===== src/design/swtr_pkg.sv =====
package swtr_pkg;

   localparam logic [9:0] MAX_PAYLOAD = 10'd1000;
   localparam int unsigned TYPE_SHIFT = 28;
   localparam int unsigned SEQ_W = 28;
   localparam int unsigned LEN_W = 10;

   // Both internal queues share one depth
   localparam int unsigned QUEUE_DEPTH = 2;
   localparam int unsigned QPTR_W = $clog2(QUEUE_DEPTH);
   localparam int unsigned QCNT_W = $clog2(QUEUE_DEPTH + 1);

   localparam logic [1:0] ACT_LISTEN = 2'd0;
   localparam logic [1:0] ACT_READ   = 2'd1;
   localparam logic [1:0] ACT_PACKET = 2'd2;

   localparam logic [3:0] PKT_SYN     = 4'd0;
   localparam logic [3:0] PKT_SYN_ACK = 4'd1;
   localparam logic [3:0] PKT_FIN     = 4'd2;
   localparam logic [3:0] PKT_ACK     = 4'd4;
   localparam logic [3:0] PKT_DATA    = 4'd5;

   localparam logic [2:0] CODE_CLOSED    = 3'd0;
   localparam logic [2:0] CODE_AWAIT_SYN = 3'd1;
   localparam logic [2:0] CODE_AWAIT_ACK = 3'd2;
   localparam logic [2:0] CODE_CONNECTED = 3'd3;
   localparam logic [2:0] CODE_WAIT_DATA = 3'd4;
   localparam logic [2:0] CODE_FIN_RCVD  = 3'd5;

   typedef enum logic [5:0] {
      MODE_CLOSED    = 6'b000001,
      MODE_AWAIT_SYN = 6'b000010,
      MODE_AWAIT_ACK = 6'b000100,
      MODE_CONNECTED = 6'b001000,
      MODE_WAIT_DATA = 6'b010000,
      MODE_FIN_RCVD  = 6'b100000
   } mode_type;

   typedef enum logic [2:0] {
      K_IGNORE = 3'd0,
      K_LISTEN = 3'd1,
      K_READ   = 3'd2,
      K_SYN    = 3'd3,
      K_ACK    = 3'd4,
      K_FIN    = 3'd5,
      K_DATA   = 3'd6
   } kind_type;

   typedef struct packed {
      kind_type          kind;
      logic [SEQ_W-1:0]  seq;
      logic [LEN_W-1:0]  len;
   } cmd_type;

   typedef struct packed {
      logic        tx_valid;
      logic [31:0] tx_header;
      logic        deliver;
      logic        connected_event;
      logic        fin_seen;
      logic [2:0]  link_state;
   } rsp_type;

   function automatic logic [2:0] mode_code(input mode_type mode);
      logic [2:0] code;
      unique case (mode)
         MODE_CLOSED:    code = CODE_CLOSED;
         MODE_AWAIT_SYN: code = CODE_AWAIT_SYN;
         MODE_AWAIT_ACK: code = CODE_AWAIT_ACK;
         MODE_CONNECTED: code = CODE_CONNECTED;
         MODE_WAIT_DATA: code = CODE_WAIT_DATA;
         MODE_FIN_RCVD:  code = CODE_FIN_RCVD;
         default:        code = CODE_CLOSED;
      endcase
      return code;
   endfunction

endpackage


===== src/design/swtr_front.sv =====
module swtr_front (
   input  logic [1:0]              action,
   input  logic [31:0]             rx_header,
   input  logic [9:0]              payload_length,
   output swtr_pkg::cmd_type       cmd
);

   logic [3:0] pkt_type;

   assign pkt_type = rx_header[31:swtr_pkg::TYPE_SHIFT];

   always_comb begin
      cmd.seq = rx_header[swtr_pkg::SEQ_W-1:0];
      // clamp oversized payloads
      cmd.len = (payload_length > swtr_pkg::MAX_PAYLOAD) ? swtr_pkg::MAX_PAYLOAD
                                                        : payload_length;
      cmd.kind = swtr_pkg::K_IGNORE;
      unique case (action)
         swtr_pkg::ACT_LISTEN: cmd.kind = swtr_pkg::K_LISTEN;
         swtr_pkg::ACT_READ:   cmd.kind = swtr_pkg::K_READ;
         swtr_pkg::ACT_PACKET: begin
            unique case (pkt_type)
               swtr_pkg::PKT_SYN:  cmd.kind = swtr_pkg::K_SYN;
               swtr_pkg::PKT_ACK:  cmd.kind = swtr_pkg::K_ACK;
               swtr_pkg::PKT_FIN:  cmd.kind = swtr_pkg::K_FIN;
               swtr_pkg::PKT_DATA: cmd.kind = swtr_pkg::K_DATA;
               default:            cmd.kind = swtr_pkg::K_IGNORE;
            endcase
         end
         default: cmd.kind = swtr_pkg::K_IGNORE;
      endcase
   end

endmodule


===== src/design/swtr_cmd_queue.sv =====
module swtr_cmd_queue (
   input  logic                    clock,
   input  logic                    reset,
   input  logic                    push_valid,
   input  swtr_pkg::cmd_type       push_cmd,
   output logic                    full,
   input  logic                    pop_valid,
   output swtr_pkg::cmd_type       pop_cmd,
   output logic                    empty
);

   localparam logic [swtr_pkg::QCNT_W-1:0] DEPTH_CNT =
      swtr_pkg::QCNT_W'(swtr_pkg::QUEUE_DEPTH);
   localparam logic [swtr_pkg::QPTR_W-1:0] LAST_PTR =
      swtr_pkg::QPTR_W'(swtr_pkg::QUEUE_DEPTH - 1);

   swtr_pkg::cmd_type                 slot_ff [swtr_pkg::QUEUE_DEPTH];
   logic [swtr_pkg::QPTR_W-1:0]       wr_ptr_ff, wr_ptr_in;
   logic [swtr_pkg::QPTR_W-1:0]       rd_ptr_ff, rd_ptr_in;
   logic [swtr_pkg::QCNT_W-1:0]       cnt_ff, cnt_in;
   logic                              do_push, do_pop;

   assign full    = (cnt_ff == DEPTH_CNT);
   assign empty   = (cnt_ff == '0);
   assign do_push = push_valid && !full;
   assign do_pop  = pop_valid && !empty;
   assign pop_cmd = slot_ff[rd_ptr_ff];

   always_comb begin
      wr_ptr_in = wr_ptr_ff;
      rd_ptr_in = rd_ptr_ff;
      cnt_in    = cnt_ff;
      if (do_push) begin
         wr_ptr_in = (wr_ptr_ff == LAST_PTR) ? '0 : wr_ptr_ff + 1'b1;
      end
      if (do_pop) begin
         rd_ptr_in = (rd_ptr_ff == LAST_PTR) ? '0 : rd_ptr_ff + 1'b1;
      end
      if (do_push && !do_pop) begin
         cnt_in = cnt_ff + 1'b1;
      end else if (do_pop && !do_push) begin
         cnt_in = cnt_ff - 1'b1;
      end
   end

   always_ff @(posedge clock) begin
      if (reset) begin
         wr_ptr_ff <= '0;
         rd_ptr_ff <= '0;
         cnt_ff    <= '0;
      end else begin
         wr_ptr_ff <= wr_ptr_in;
         rd_ptr_ff <= rd_ptr_in;
         cnt_ff    <= cnt_in;
      end
   end

   always_ff @(posedge clock) begin
      if (do_push) begin
         slot_ff[wr_ptr_ff] <= push_cmd;
      end
   end

endmodule


===== src/design/swtr_back.sv =====
module swtr_back (
   input  logic                    clock,
   input  logic                    reset,
   input  swtr_pkg::cmd_type       cmd,
   input  logic                    cmd_empty,
   output logic                    cmd_pop,
   output swtr_pkg::rsp_type       rsp,
   output logic                    rsp_empty,
   input  logic                    rsp_pop
);

   localparam logic [swtr_pkg::QCNT_W-1:0] DEPTH_CNT =
      swtr_pkg::QCNT_W'(swtr_pkg::QUEUE_DEPTH);
   localparam logic [swtr_pkg::QPTR_W-1:0] LAST_PTR =
      swtr_pkg::QPTR_W'(swtr_pkg::QUEUE_DEPTH - 1);

   swtr_pkg::mode_type                mode_ff, mode_in;
   logic [31:0]                       expected_ff, expected_in;

   swtr_pkg::rsp_type                 slot_ff [swtr_pkg::QUEUE_DEPTH];
   logic [swtr_pkg::QPTR_W-1:0]       wr_ptr_ff, wr_ptr_in;
   logic [swtr_pkg::QPTR_W-1:0]       rd_ptr_ff, rd_ptr_in;
   logic [swtr_pkg::QCNT_W-1:0]       cnt_ff, cnt_in;

   logic                              exec;
   logic                              do_pop;
   logic [31:0]                       seq_ext;
   logic [31:0]                       addend;
   logic [31:0]                       sum;
   logic                              seq_match;
   logic                              seq_older;
   swtr_pkg::rsp_type                 result;
   logic [3:0]                        tx_type;

   // execute when a command is waiting and the result buffer has room, counting this cycle's pop
   assign do_pop    = rsp_pop && (cnt_ff != '0);
   assign exec      = !cmd_empty && ((cnt_ff != DEPTH_CNT) || do_pop);
   assign cmd_pop   = exec;
   assign rsp_empty = (cnt_ff == '0);
   assign rsp       = slot_ff[rd_ptr_ff];

   assign seq_ext   = {{(32 - swtr_pkg::SEQ_W){1'b0}}, cmd.seq};
   assign addend    = (cmd.kind == swtr_pkg::K_DATA)
                      ? {{(32 - swtr_pkg::LEN_W){1'b0}}, cmd.len} : 32'd1;
   assign sum       = seq_ext + addend;
   assign seq_match = (seq_ext == expected_ff);
   assign seq_older = (seq_ext < expected_ff);

   always_comb begin
      mode_in     = mode_ff;
      expected_in = expected_ff;
      result      = '0;
      tx_type     = swtr_pkg::PKT_ACK;
      case (cmd.kind)
         swtr_pkg::K_LISTEN: mode_in = swtr_pkg::MODE_AWAIT_SYN;
         swtr_pkg::K_READ: begin
            if (mode_ff == swtr_pkg::MODE_CONNECTED || mode_ff == swtr_pkg::MODE_WAIT_DATA) begin
               mode_in = swtr_pkg::MODE_WAIT_DATA;
            end
         end
         swtr_pkg::K_SYN: begin
            if (mode_ff == swtr_pkg::MODE_AWAIT_SYN && seq_match) begin
               expected_in     = sum;
               result.tx_valid = 1'b1;
               tx_type         = swtr_pkg::PKT_SYN_ACK;
               mode_in         = swtr_pkg::MODE_AWAIT_ACK;
            end
         end
         swtr_pkg::K_ACK: begin
            if (mode_ff == swtr_pkg::MODE_AWAIT_ACK && seq_match) begin
               result.connected_event = 1'b1;
               mode_in                = swtr_pkg::MODE_CONNECTED;
            end
         end
         swtr_pkg::K_FIN: begin
            if (mode_ff == swtr_pkg::MODE_WAIT_DATA) begin
               result.fin_seen = 1'b1;
               mode_in         = swtr_pkg::MODE_FIN_RCVD;
            end
         end
         swtr_pkg::K_DATA: begin
            if (mode_ff == swtr_pkg::MODE_WAIT_DATA) begin
               if (seq_match) begin
                  expected_in     = sum;
                  result.deliver  = 1'b1;
                  result.tx_valid = 1'b1;
               end else if (seq_older) begin
                  // duplicate: re-acknowledge only
                  result.tx_valid = 1'b1;
               end
            end
         end
         default: ;
      endcase
      result.tx_header  = result.tx_valid
                          ? (sum | {tx_type, {swtr_pkg::TYPE_SHIFT{1'b0}}}) : 32'd0;
      result.link_state = swtr_pkg::mode_code(mode_in);
   end

   always_comb begin
      wr_ptr_in = wr_ptr_ff;
      rd_ptr_in = rd_ptr_ff;
      cnt_in    = cnt_ff;
      if (exec) begin
         wr_ptr_in = (wr_ptr_ff == LAST_PTR) ? '0 : wr_ptr_ff + 1'b1;
      end
      if (do_pop) begin
         rd_ptr_in = (rd_ptr_ff == LAST_PTR) ? '0 : rd_ptr_ff + 1'b1;
      end
      if (exec && !do_pop) begin
         cnt_in = cnt_ff + 1'b1;
      end else if (do_pop && !exec) begin
         cnt_in = cnt_ff - 1'b1;
      end
   end

   always_ff @(posedge clock) begin
      if (reset) begin
         mode_ff     <= swtr_pkg::MODE_CLOSED;
         expected_ff <= '0;
         wr_ptr_ff   <= '0;
         rd_ptr_ff   <= '0;
         cnt_ff      <= '0;
      end else begin
         if (exec) begin
            mode_ff     <= mode_in;
            expected_ff <= expected_in;
         end
         wr_ptr_ff <= wr_ptr_in;
         rd_ptr_ff <= rd_ptr_in;
         cnt_ff    <= cnt_in;
      end
   end

   always_ff @(posedge clock) begin
      if (exec) begin
         slot_ff[wr_ptr_ff] <= result;
      end
   end

endmodule


===== src/design/stop_and_wait_transport_receiver.sv =====
// Stop-and-wait transport receiver, server side.
// Input channel: drive req_action, req_rx_header and req_payload_length
// with push high; the request is taken at a clock edge where full is low.
// Every request produces exactly one result, in request order.
// Result channel: while empty is low the oldest result is on the rsp_
// ports; raise pop to take it.
// A front decoder classifies each request into a two-entry command
// queue; the back end applies it to the link state (one
// 32-bit compare pair and one 32-bit add) and writes a two-entry result
// queue.
// A taken request waits in the command queue; the back end registers its
// result into the result queue, from which pop takes it.
// Throughput: one request per cycle sustained while pop keeps up.
// When the consumer stalls, the result queue fills, then the command
// queue, and full rises after four outstanding results.
// Reset (synchronous, active high) empties both queues, sets the link to
// closed and clears the expected sequence.
module stop_and_wait_transport_receiver (
   input  logic        clock,
   input  logic        reset,
   input  logic        push,
   output logic        full,
   input  logic [1:0]  req_action,
   input  logic [31:0] req_rx_header,
   input  logic [9:0]  req_payload_length,
   output logic        empty,
   input  logic        pop,
   output logic        rsp_tx_valid,
   output logic [31:0] rsp_tx_header,
   output logic        rsp_deliver,
   output logic        rsp_connected_event,
   output logic        rsp_fin_seen,
   output logic [2:0]  rsp_link_state
);

   swtr_pkg::cmd_type front_cmd;
   swtr_pkg::cmd_type back_cmd;
   swtr_pkg::rsp_type rsp;
   logic              cmd_empty;
   logic              cmd_pop;

   swtr_front u_front (
      .action         (req_action),
      .rx_header      (req_rx_header),
      .payload_length (req_payload_length),
      .cmd            (front_cmd)
   );

   swtr_cmd_queue u_cmd_queue (
      .clock      (clock),
      .reset      (reset),
      .push_valid (push),
      .push_cmd   (front_cmd),
      .full       (full),
      .pop_valid  (cmd_pop),
      .pop_cmd    (back_cmd),
      .empty      (cmd_empty)
   );

   swtr_back u_back (
      .clock     (clock),
      .reset     (reset),
      .cmd       (back_cmd),
      .cmd_empty (cmd_empty),
      .cmd_pop   (cmd_pop),
      .rsp       (rsp),
      .rsp_empty (empty),
      .rsp_pop   (pop)
   );

   assign rsp_tx_valid        = rsp.tx_valid;
   assign rsp_tx_header       = rsp.tx_header;
   assign rsp_deliver         = rsp.deliver;
   assign rsp_connected_event = rsp.connected_event;
   assign rsp_fin_seen        = rsp.fin_seen;
   assign rsp_link_state      = rsp.link_state;

endmodule


===== config.mk =====
export PLATFORM = sky130hd
export DESIGN_NAME = stop_and_wait_transport_receiver
export DESIGN_NICKNAME = d
export VERILOG_FILES = /design/src/design/swtr_pkg.sv /design/src/design/swtr_front.sv /design/src/design/swtr_cmd_queue.sv /design/src/design/swtr_back.sv /design/src/design/stop_and_wait_transport_receiver.sv
export SDC_FILE = /design/constraint.sdc
export NUM_CORES = 1
export LEC_CHECK = 0
export ABC_AREA = 1
export BUFFER_PORTS_ARGS = -buffer_cell sky130_fd_sc_hd__buf_4
export CAP_MARGIN = 10
export CORE_MARGIN = 2
export CORE_UTILIZATION = 35
export CTS_BUF_LIST = sky130_fd_sc_hd__clkbuf_16
export DETAILED_ROUTE_END_ITERATION = 10
export SETUP_SLACK_MARGIN = 0.2
export SLEW_MARGIN = 20
export SYNTH_ARGS = -nofsm -noshare
export SYNTH_HDL_FRONTEND = slang
export SYNTH_SLANG_ARGS = --single-unit

===== constraint.sdc =====
create_clock -name clock -period 4.05 [get_ports clock]
set_input_delay 0.405 -clock clock [delete_from_list [all_inputs] [get_ports clock]]
set_output_delay 0.405 -clock clock [all_outputs]
set_load 0.02 [all_outputs]

### Word level (Yosys, flattened, before mapping)

Memories as Yosys holds them, arrays and structs flattened. A register that Yosys moved wholly into a read port is not among the register bits.
Index checks and enable logic that the tools add are counted.

* register bits after elaboration: 46
* RAM bits: 160
* bits in read-only memories: 0
* bits in latches: 0
* output and inout bits: 41
* memories: 2

Memories
* u_cmd_queue.slot_ff: depth 2, bits a word 41, read ports 1, clocked after Yosys merged registers in 1, wr ports 1, RTL line swtr_cmd_queue.sv:17 `swtr_pkg::cmd_type slot_ff [swtr_pkg::QUEUE_DEPTH];`
* u_back.slot_ff: depth 2, bits a word 39, read ports 1, clocked after Yosys merged registers in 1, wr ports 1, RTL line swtr_back.sv:20 `swtr_pkg::rsp_type slot_ff [swtr_pkg::QUEUE_DEPTH];`

* bitwise operators: 1
* add/sub/neg operators: 9
* order comparisons: 2
* multipliers: 0
* mux-type cells: 45
* reduce and logical (&&, ||, !) cells: 27
* shifts and indexed selects: 0
* div/mod/pow operators: 0
* equality and inequality tests: 26

Operator list (number)
* $mux W32: 4
* $pmux W32 S2: 1
* $add A28 B32 Y32: 1
* $eq A28 B32 Y1: 1
* $lt A28 B32 Y1: 1
* $or A32 B32 Y32: 1
* $pmux W6 S5: 1
* $mux W6: 4
* $mux W1: 23
* $mux W10: 2
* $pmux W3 S5: 1
* $eq A6 B2 Y1 const B: 2
* $eq A6 B3 Y1 const B: 2
* $eq A6 B4 Y1 const B: 2
* $eq A6 B5 Y1 const B: 2
* $pmux W3 S4: 1
* $gt A10 B10 Y1 const B: 1
* $logic_and A1 B1 Y1: 10
* $eq A3 B3 Y1 const B: 3
* $pmux W3 S3: 1
* $eq A4 B3 Y1 const B: 2
* $mux W2: 4
* $reduce_bool A2 Y1: 4
* $eq A3 B2 Y1 const B: 2
* 18 further kinds: 34

### Longest topological paths before layout

* depth after elaboration: 8
* mapped depth: 21

### Hierarchy

A second synthesis with hierarchy kept.

* cells, all modules: 964
* area total of the unflattened synthesis: 10405.0 µm²

By module, submodules not included
* swtr_back: seq. area each 3022.9 µm², instances 1, cells an instance 728, area an instance 6582.6 µm²
* swtr_cmd_queue: seq. area each 2562.5 µm², instances 1, cells an instance 165, area an instance 3418.3 µm²
* swtr_front: seq. area each 0.0 µm², instances 1, cells an instance 71, area an instance 404.1 µm²

### Least setup slack after synthesis

No wires, ideal clock.

* path type: register to register
* start: register with a tool-made name
* end: memory u_back.slot_ff[0][26] in the netlist's numbering (data pin)
* path slack: 0.812 ns
* clock period less this slack: 3.238 ns
* cell stages (with the launch flop): 20
* arrival time: 2.980 ns
* path buffers: 5
* setup time: 0.258 ns
* path through: dfxtp_1 buf_6 inv_4 buf_6 buf_6 clkbuf_1 clkbuf_1 nand2_1 nand3_1 ha_1 inv_1 fa_1 nand3b_1 nand3_1 nand2_1 nor2_2 nand2_1 nor2_1 nor2_1 and2_1

RTL lines (RTL line)
* end, declared: swtr_back.sv:20

==> results.sh <==
export IMPL_die_y_um=172
export IMPL_swShare=0.386
export IMPL_wl_mm=21.8
export IMPL_cp_end_kind="flip-flop"
export IMPL_clk_latency_ps=490
export IMPL_grt_pass1_vias=6572
export IMPL_yosysWarnings=0
export IMPL_internal_power_mw=4.90
export IMPL_final_nets=1184
export IMPL_antenna_left=0
export IMPL_gr_total_overflow=0
export IMPL_setup_tns_ps=0
export IMPL_rsz0062_at_grt="no"
export IMPL_diodes=0
export IMPL_cap_violations=0
export IMPL_viasPerCell=4.64
export IMPL_finalHoldViolCount=0
export IMPL_die_w_um=172
export IMPL_synth_top_family_by_area="simple AND/OR/NAND/NOR gates"
export IMPL_cp_required_ps=4310
export IMPL_ios=89
export IMPL_hold_end="u_cmd_queue.slot_ff[1][15]"
export IMPL_syn_area_um2=9930
export IMPL_htree_levels=1
export IMPL_post_cts_buffers=0
export IMPL_fin_cells=1487
export IMPL_hp_class="in2reg"
export IMPL_cts_buffer_depth=3
export IMPL_cp_start_kind="flip-flop"
export IMPL_crit_type="reg2reg"
export IMPL_pwr_share_comb=0.420
export IMPL_dpl_cell_count=1449
export IMPL_worst_slew_pin_slew_ps=1010
export IMPL_setup_viol=0
export IMPL_netlist_area_leader_share=0.472
export IMPL_final_cell_mix="180 x nand2_1, 156 x edfxtp_1, 123 x inv_1"
export IMPL_seqPwrFrac=0.361
export IMPL_rr_endpoint="u_back.slot_ff[1][1]"
export IMPL_finalCriticalPeriod_ps=3520
export IMPL_multiInputGateArea_um2=3710
export IMPL_leakage_nw=4.69
export IMPL_core_area_um2=27900
export IMPL_p_per_area_nw_per_um2=685
export IMPL_cts_sinks=201
export IMPL_dp_hpwl_mm=16.2
export IMPL_synth_top_cell_by_area="edfxtp_1"
export IMPL_synth_avg_cell_area_um2=9.87
export IMPL_final_fill_count=2731
export IMPL_cp_arrival_ps=3780
export IMPL_clock_skew_ps=14.6
export IMPL_path_max_fanout=36
export IMPL_fin_crit_sh=0.869
export IMPL_r2r_cells=17
export IMPL_post_route_util=0.418
export IMPL_max_freq_mhz=284
export IMPL_drc_errors=0
export IMPL_grt_max_degree=43
export IMPL_drt_iter0_markers=439
export IMPL_yosys_top_cells_area="edfxtp_1 47%, dfxtp_1 9.1%, nand2_1 6.8%"
export IMPL_r2r_slack_ps=530
export IMPL_synth_cells=1006
export IMPL_cts_buffers=21
export IMPL_pwr_share_clk=0.219
export IMPL_vias=6902
export IMPL_num_rows=61
export IMPL_drt_wirelength_per_cell_um=14.7
export IMPL_power_total_mw=7.98
export IMPL_area_growth_pct=17.3
export IMPL_port_buffers=86
export IMPL_synthAdderAreaFrac=0.0524
export IMPL_muxShareOfSynthArea=0.0420
export IMPL_clkTransAtPathRegs_ps=60
export IMPL_start_util=0.356
export IMPL_grt_use_total=0.147
export IMPL_status="complete, no violations"
export IMPL_ys_seq_area_frac=0.563
export IMPL_min_path_cells=1
export IMPL_final_common_cell="nand2_1"
export IMPL_ys_types=45
export IMPL_antenna_found_initial=0
export IMPL_p_switching_mw=3.08
export IMPL_gp_congestion=0.892
export IMPL_synth_compound_area_frac=0.0910
export IMPL_grt_pass1_wl_mm=34.4
export IMPL_drv_slew=0
export IMPL_drive_above_1_share=0.201
export IMPL_ys_seq_elements=201
export IMPL_yosys_area_share_xor_xnor=0.0185
export IMPL_die_area_um2=29700
export IMPL_clock_root_buffer="clkbuf_16"
export IMPL_cts_tree="yes"
export IMPL_hp_start="req_rx_header[5]"
export IMPL_drt_pre_antenna_iters=5
export IMPL_synthSimpleGateAreaFrac=0.166
export IMPL_relSlewSlack=0.320
export IMPL_ff_latch_area_um2=5590
export IMPL_vdd_ir_drop_worst_uv=365
[timing repair]
item / 4_1_cts / 5_1_grt
hold buffers: 0 / 0
gates resized for setup: 0 / 2
endpoints found under the setup margin: 0 / 6
[final cells by class]
type | instances | area share
Sequential cell | 201 | 0.480
Multi-Input combinational cell | 646 | 0.319
Timing Repair Buffer | 97 | 0.0661
Clock buffer | 21 | 0.0451
Inverter | 128 | 0.0415
Tap cell | 378 | 0.0406
Clock inverter | 16 | 0.00806
[layer usage]
metal  global-route usage  part of all wire
met4               0.0336             0.014
met1                0.224              0.51
met2                0.219              0.42
met3               0.0224             0.055
met5                    0                 0
[through the flow]
| step | area, um^2 | hold WS (ps) | setup slack, ps |
|---|---|---|---|
| after CTS | 11600 | 72.7 | 470 |
| after floorplan | 9930 | 426 | 812 |
| final | 11600 | 95.3 | 531 |
| after global routing | 11600 | 74.0 | 232 |
| after detailed placement | 11000 | 450 | 491 |
| after global placement | 11000 | 437 | 585 |
[worst max-delay path: stages, from the launching register on]
cell     delay (ps)
dfxtp_2         400
inv_4            60
buf_4           250
or2_2           310
o21ai_0         270
inv_1           170
ha_1            310
nand2_1          60
nor2_1          100
nand2_1          90
nor2_2          230
nand3_1         160
nand2_1         140
nand3_1          70
nand2_1          70
nand2_1          80
nor2_1          130
nor3b_1         360
[synthesized netlist by cell type, drive strengths merged]
| master | count |
|---|---|
| nand3b | 1 |
| dfxtp | 45 |
| xnor2 | 4 |
| nand4 | 5 |
| buf | 15 |
| and2 | 1 |
| o21bai | 2 |
| nor3b | 1 |
| clkbuf | 17 |
| a211oi | 1 |
| xor2 | 17 |
| nor3 | 7 |
| nand3 | 41 |
| fa | 1 |
| nand2 | 190 |
| o21ai | 79 |
| mux2 | 37 |
| edfxtp | 156 |
| ha | 40 |
| o31ai | 3 |
| a21boi | 1 |
| or2 | 13 |
| inv | 128 |
| conb | 1 |
| a31oi | 1 |
| a21oi | 74 |
| nor2 | 125 |
[cell families after synthesis]
| group | Yosys count |
|---|---|
| buffers and inverters | 160 |
| XOR/XNOR | 21 |
| flip-flops | 201 |
| adder cells (fa/ha/maj) | 41 |
| multiplexers | 37 |
| AO/OA/AOI/OAI | 161 |
| AND/OR/NAND/NOR | 384 |
| other | 1 |
[how the worst max path moves through the flow]
| stage | startpoint | end | slack, ps | cells past startpoint |
|---|---|---|---|---|
| 6_report | flip-flop | u_back.slot_ff[1][1] | 530 | 17 |
| 5_1_grt | flip-flop | u_back.slot_ff[1][0] | 230 | 18 |
| 4_1_cts | flip-flop | u_back.slot_ff[1][1] | 470 | 17 |
| 3_5_place_dp | flip-flop | u_back.slot_ff[0][1] | 490 | 17 |
| 3_3_place_gp | flip-flop | u_back.slot_ff[1][22] | 590 | 12 |
| 2_1_floorplan | flip-flop | u_back.slot_ff[0][26] | 810 | 19 |
[power groups by stage]
stage	Clock [mW]	Sequential (mW)	Combinational, mW
4_1_cts	1.79	2.89	3.35
3_5_place_dp	0	2.93	3.34
6_report	1.75	2.88	3.35
5_1_grt	1.87	2.92	3.75
3_3_place_gp	0	2.92	3.30
2_1_floorplan	0	2.90	2.28
[state kept, by name, summed over array words and instances (netlist names), named ones only]
register               count
u_cmd_queue.cnt_ff         2
u_back.expected_ff        29
u_back.rd_ptr_ff           1
u_back.slot_ff            74
u_back.mode_ff             6
u_back.cnt_ff              2
u_cmd_queue.rd_ptr_ff      1
u_cmd_queue.slot_ff       82
u_back.wr_ptr_ff           1
u_cmd_queue.wr_ptr_ff      1
Power figures use the tool's default switching activity.
